[src/hw/rtl/mpc_pkg.sv]
`timescale 1ns / 1ps
// ----------------------------------------------------------------------------
// Mandelbrot pixel color package
// Shared types, palette table and register codes.
// ----------------------------------------------------------------------------
package mpc_pkg;

   localparam int FRAC_BITS = 28;
   localparam int PALETTE_SIZE = 16;

   typedef enum logic [2:0] {
      REG_X_MIN = 3'd0,
      REG_Y_MIN = 3'd1,
      REG_STEP_X = 3'd2,
      REG_STEP_Y = 3'd3,
      REG_LIMIT = 3'd4
   } reg_index_type;

   typedef struct packed {
      logic [7:0] red;
      logic [7:0] green;
      logic [7:0] blue;
   } rgb_type;

   // Z value handed between the cells of the iteration chain
   typedef struct packed {
      logic signed [31:0] zr;
      logic signed [31:0] zi;
      logic [31:0] x2;
      logic [31:0] y2;
   } z_type;

   // Products registered by the multiply cell
   typedef struct packed {
      logic signed [63:0] rr;
      logic signed [63:0] ii;
      logic signed [63:0] ri;
   } prod_type;

   localparam rgb_type DARK_COLOR = '{8'd16, 8'd16, 8'd16};

   function automatic rgb_type palette_lookup(input logic [3:0] idx);
      rgb_type c;
      case (idx)
         4'd0: c = '{8'd66, 8'd30, 8'd15};
         4'd1: c = '{8'd25, 8'd7, 8'd26};
         4'd2: c = '{8'd9, 8'd1, 8'd47};
         4'd3: c = '{8'd4, 8'd4, 8'd73};
         4'd4: c = '{8'd0, 8'd7, 8'd100};
         4'd5: c = '{8'd12, 8'd44, 8'd138};
         4'd6: c = '{8'd24, 8'd82, 8'd177};
         4'd7: c = '{8'd57, 8'd125, 8'd209};
         4'd8: c = '{8'd134, 8'd181, 8'd229};
         4'd9: c = '{8'd211, 8'd236, 8'd248};
         4'd10: c = '{8'd241, 8'd233, 8'd191};
         4'd11: c = '{8'd248, 8'd201, 8'd95};
         4'd12: c = '{8'd255, 8'd170, 8'd0};
         4'd13: c = '{8'd204, 8'd128, 8'd0};
         4'd14: c = '{8'd153, 8'd87, 8'd0};
         default: c = '{8'd106, 8'd52, 8'd3};
      endcase
      return c;
   endfunction

   function automatic logic signed [31:0] sat32(input logic signed [34:0] v);
      if (v > 35'sh0_7FFF_FFFF) return 32'sh7FFF_FFFF;
      if (v < -35'sh0_8000_0000) return 32'sh8000_0000;
      return v[31:0];
   endfunction

endpackage

[src/hw/rtl/mpc_update_cell.sv]
`timescale 1ns / 1ps
// ----------------------------------------------------------------------------
// Mandelbrot update cell
// Forms the next z from the registered products of the previous z.
// ----------------------------------------------------------------------------
module mpc_update_cell (
   input  logic                clock,
   input  logic                load,
   input  logic                en,
   input  logic signed [31:0]  c_re,
   input  logic signed [31:0]  c_im,
   input  mpc_pkg::z_type      z_prev,
   input  mpc_pkg::prod_type   prod,
   output mpc_pkg::z_type      z_out
);

   mpc_pkg::z_type z_ff;
   mpc_pkg::z_type z_in;
   logic signed [34:0] im_sum;
   logic signed [34:0] re_sum;
   logic signed [63:0] ri_shift;

   always_comb begin
      z_in = z_ff;
      ri_shift = prod.ri >>> (mpc_pkg::FRAC_BITS - 1);
      if (ri_shift > 64'sh1_FFFF_FFFF)
         im_sum = 35'sh1_FFFF_FFFF;
      else if (ri_shift < -64'sh2_0000_0000)
         im_sum = -35'sh2_0000_0000;
      else
         im_sum = 35'(ri_shift);
      im_sum = im_sum + 35'(c_im);
      re_sum = 35'($signed({1'b0, z_prev.x2})) - 35'($signed({1'b0, z_prev.y2}))
             + 35'(c_re);
      if (load) begin
         z_in = '0;
      end else if (en) begin
         z_in.zi = mpc_pkg::sat32(im_sum);
         z_in.zr = mpc_pkg::sat32(re_sum);
         z_in.x2 = z_prev.x2;
         z_in.y2 = z_prev.y2;
      end
   end

   always_ff @(posedge clock) begin
      z_ff <= z_in;
   end

   assign z_out = z_ff;

endmodule

[config.mk]
export PLATFORM = sky130hd
export DESIGN_NAME = mpc_update_cell
export DESIGN_NICKNAME = d
export VERILOG_FILES = /design/src/hw/rtl/mpc_pkg.sv /design/src/hw/rtl/mpc_update_cell.sv
export SDC_FILE = /design/constraint.sdc
export NUM_CORES = 1
export LEC_CHECK = 0
export BUFFER_PORTS_ARGS = -buffer_cell sky130_fd_sc_hd__buf_2
export CAP_MARGIN = 10
export CORE_AREA = 2 2 200 202
export DETAILED_ROUTE_END_ITERATION = 6
export DIE_AREA = 0 0 202 204
export SYNTH_ARGS = -nofsm -noshare
export SYNTH_HDL_FRONTEND = slang
export SYNTH_SLANG_ARGS = --single-unit
[constraint.sdc]
create_clock -name clock -period 11.9 [get_ports clock]
set_clock_uncertainty 0.2 [all_clocks]
set_input_delay 0.595 -clock clock [delete_from_list [all_inputs] [get_ports clock]]
set_output_delay 0.595 -clock clock [all_outputs]
set_load 0.02 [all_outputs]
==> run_results.csv <==
group,metric,value,unit
status,status,"complete, no violations",
synth,yosys.area_share.adder,12.1,%
clock_network,cts_root_buf,"clkbuf_16",
timing,slew_violations,0,
worst_setup_path,crit_path_end_kind,"flip-flop",
global_route,grt_pass1_wl,56.7,mm
job,max_cap_viol_count,0,
power,p_per_area,146,nW/um^2
power,ir_drop,0.0957,mV
global_route,antenna_found_initial,16,
worst_setup_path,cp_max_fo,28,
timing,timing.final.crit_share,52.0,%
clock_network,ctsResizeCount,0,
finish,layout_common_cells,"293 x buf_2, 192 x nor2_1, 128 x dfxtp_1",
timing,setup_viol,0,
synth,yosysSeqAreaShare,23.8,%
worst_setup_path,rrSetupSlack,10.98,ns
placement,dp_hpwl,28.7,mm
drt,drt_iter0_markers,449,
die,floorplan.initialDensity,27.5,%
clock_network,holdBufCountCts,0,
timing,max_freq,162,MHz
worst_setup_path,critPathLaunchType,"input pin",
placement,place_inst,2118,
worst_hold_path,min_path_type,"in -> reg",
synth,synth_edf_count,0,
synth,ys_ff_latch,128,
timing,period_needed,6.18,ns
worst_setup_path,critPathArrivalTime,6.34,ns
clock_network,clkLatencyLatePin,0.43,ns
die,dieArea,41200,um^2
worst_setup_path,critPathKind,"in -> reg",
synth,yosys.area_share.xor_xnor,5.93,%
drt,drc,0,
synth,muxShareOfSynthArea,6.13,%
synth,synth_top_family_by_area,"compound AO/OA/AOI/OAI gates",
finish,final_common_cell,"buf_2",
synth,synth-simple-area-share,18.1,%
drt,viasPerCell,4.92,
die,core_area,39200,um^2
synth,synth_area,10800,um^2
drt,via_count,10606,
global_route,grt-ovfl-total,0,
clock_network,h-tree-depth,4,
clock_network,cts_setup_buffers,0,
global_route,grt_max_degree,81,
drt,wl_per_cell,16.7,um
timing,rsz0062_at_grt,"no",
synth,synthCells,1362,
power,p_leak,6.44,nW
finish,drive_gt1_share,24.0,%
synth,yosysWarnings,0,
clock_network,cts.path.max_buffers,2,
die,die_w,202,um
worst_setup_path,required,12.06,ns
global_route,grt_pass1_vias,10428,
finish,nFillCells,4210,
die,num_rows,73,
die,die_h,204,um
synth,synth_cell_types,70,
drt,totalWireLength,36.1,mm
timing,tightest_slew,1.04,ns
timing,slew_headroom,31.0,%
die,ios,515,
finish,largest_reg_flops,128,
synth,ys_dominant_reg_cell,"dfxtp_1",
clock_network,cts.sinks,128,
finish,syn_to_final_growth,23.2,%
placement,io_buffers,295,
drt,drtPass1Iterations,5,
placement,place.gp.congestion,0.883,
synth,avgSynthCellArea,7.91,um^2
clock_network,cts_inserted_buffers,17,
finish,fin_nets,2101,
timing,hold_viol,0,
drt,postRouteAntennaNets,0,
synth,syn_nets,1851,
synth,synth_compound_area_share,28.8,%
timing,fin_setup_tns,0,ns
clock_network,clk_pin_slew,0.07,ns
finish,final_cells,2155,
synth,synthArstFlopShare,0,%
clock_network,cts_tree,"done",
global_route,track_usage,17.3,%
==> metal layers <==
layer	vias up	GRT usage (%)	part of all wire, %	routed length (um)
met4	22	6.04	2.3	836
met5	-	0	0.36	130
met3	61	5.20	6.4	2310
li1	5398	-	-	-
met2	292	29.2	46	16800
met1	4833	20.9	44	16000
==> area by class of cell <==
| type | count | area (um^2) | area share (%) |
|---|---|---|---|
| timing repair buffer | 302 | 1540 | 11.6 |
| sequential | 128 | 2560 | 19.3 |
| tap | 525 | 657 | 4.95 |
| clock inverter | 12 | 159 | 1.20 |
| inverter | 62 | 233 | 1.75 |
| antenna | 5 | 12.5 | 0.0943 |
| multi-input combinational | 1101 | 7660 | 57.7 |
| clock buffer | 20 | 457 | 3.44 |
==> power by group <==
group	switching, W	total, W	internal, W
Sequential	0.0000233	0.000500	0.000477
Clock	0.000222	0.000563	0.000342
Combinational	0.000542	0.000881	0.000339
Total	0.000786	0.00194	0.00116
==> final timing paths <==
kind,from,endpoint,depth (start not counted)
setup / recovery,z_prev[0],z_out[124],22
hold / removal,z_prev[28],z_out[28],3
setup reg to reg,z_out[65],z_out[65],2
hold reg to reg,z_out[96],z_out[96],2
==> critical path, stage by stage <==
cell	delay (ns)
buf_2	0.11
ha_1	0.25
fa_1	0.42
nor2b_1	0.18
o31a_1	0.19
o211ai_1	0.16
a21oi_1	0.31
o21a_1	0.21
o21ai_0	0.16
a21oi_1	0.33
a21oi_1	0.14
xnor2_1	0.14
ha_1	0.37
nand4_1	0.10
nor3_1	0.27
nand2_1	0.11
a211oi_1	0.39
o31ai_1	0.16
a31oi_1	0.36
a21o_1	0.81
nand3_1	0.29
a211oi_2	0.28
==> stage by stage <==
stage                     power [W]  hold WS, ns  cell area (um^2)  utilization [%]  setup WS (ns)
after detailed placement    0.00139        0.263             12600             32.3           5.02
after floorplan             0.00115        0.350             10800                -           6.70
after CTS                   0.00198        0.179             13300             33.8           5.48
after global placement      0.00139        0.262             12600             32.3           5.01
final                       0.00194        0.213             13300             33.9           5.72
after global routing        0.00208        0.205             13300             33.9           5.09
==> kinds of logic (layout without fill, tap and decap cells) <==
logic type | after synthesis | after routing
adder cells (fa/ha/maj) | 102 | 102
multiplexers | 66 | 66
flip-flops | 128 | 128
XOR/XNOR | 73 | 73
AND/OR/NAND/NOR | 438 | 438
AO/OA/AOI/OAI | 422 | 422
buffers and inverters | 133 | 396
other | 0 | 5
==> Yosys cell counts (3+ instances only) <==
| library cell | count | area, um^2 |
|---|---|---|
| o21a_1 | 53 | 398 |
| buf_4 | 7 | 52.6 |
| dfxtp_1 | 128 | 2560 |
| ha_1 | 99 | 1240 |
| a21oi_1 | 99 | 495 |
| buf_6 | 3 | 33.8 |
| a211oi_2 | 39 | 488 |
| nand2b_1 | 10 | 62.6 |
| or3_1 | 9 | 56.3 |
| o211a_1 | 6 | 60.1 |
| inv_1 | 62 | 233 |
| nor2b_1 | 19 | 119 |
| xor2_1 | 25 | 219 |
| mux2i_1 | 66 | 661 |
| clkbuf_1 | 46 | 173 |
| o211ai_1 | 14 | 105 |
| nand4_1 | 12 | 75.1 |
| nor2_1 | 193 | 724 |
| and2_1 | 6 | 37.5 |
| or2_2 | 7 | 43.8 |
| buf_1 | 4 | 15.0 |
| and3_1 | 12 | 75.1 |
| o32ai_1 | 4 | 35.0 |
| nand3_1 | 26 | 130 |
| nand2_1 | 114 | 428 |
| o22ai_1 | 4 | 25.0 |
| o21ai_0 | 40 | 200 |
| o31a_1 | 5 | 43.8 |
| a21boi_0 | 5 | 37.5 |
| buf_2 | 11 | 55.1 |
| a211oi_1 | 35 | 263 |
| o31ai_1 | 7 | 52.6 |
| xnor2_1 | 48 | 420 |
| o21ai_1 | 3 | 15.0 |
| o21bai_1 | 11 | 82.6 |
| a31oi_1 | 17 | 106 |
| a211o_1 | 7 | 61.3 |
| nor3_1 | 17 | 85.1 |
| fa_1 | 3 | 60.1 |
| a21o_1 | 49 | 368 |
No activity file was read; power rests on OpenSTA's default activity.
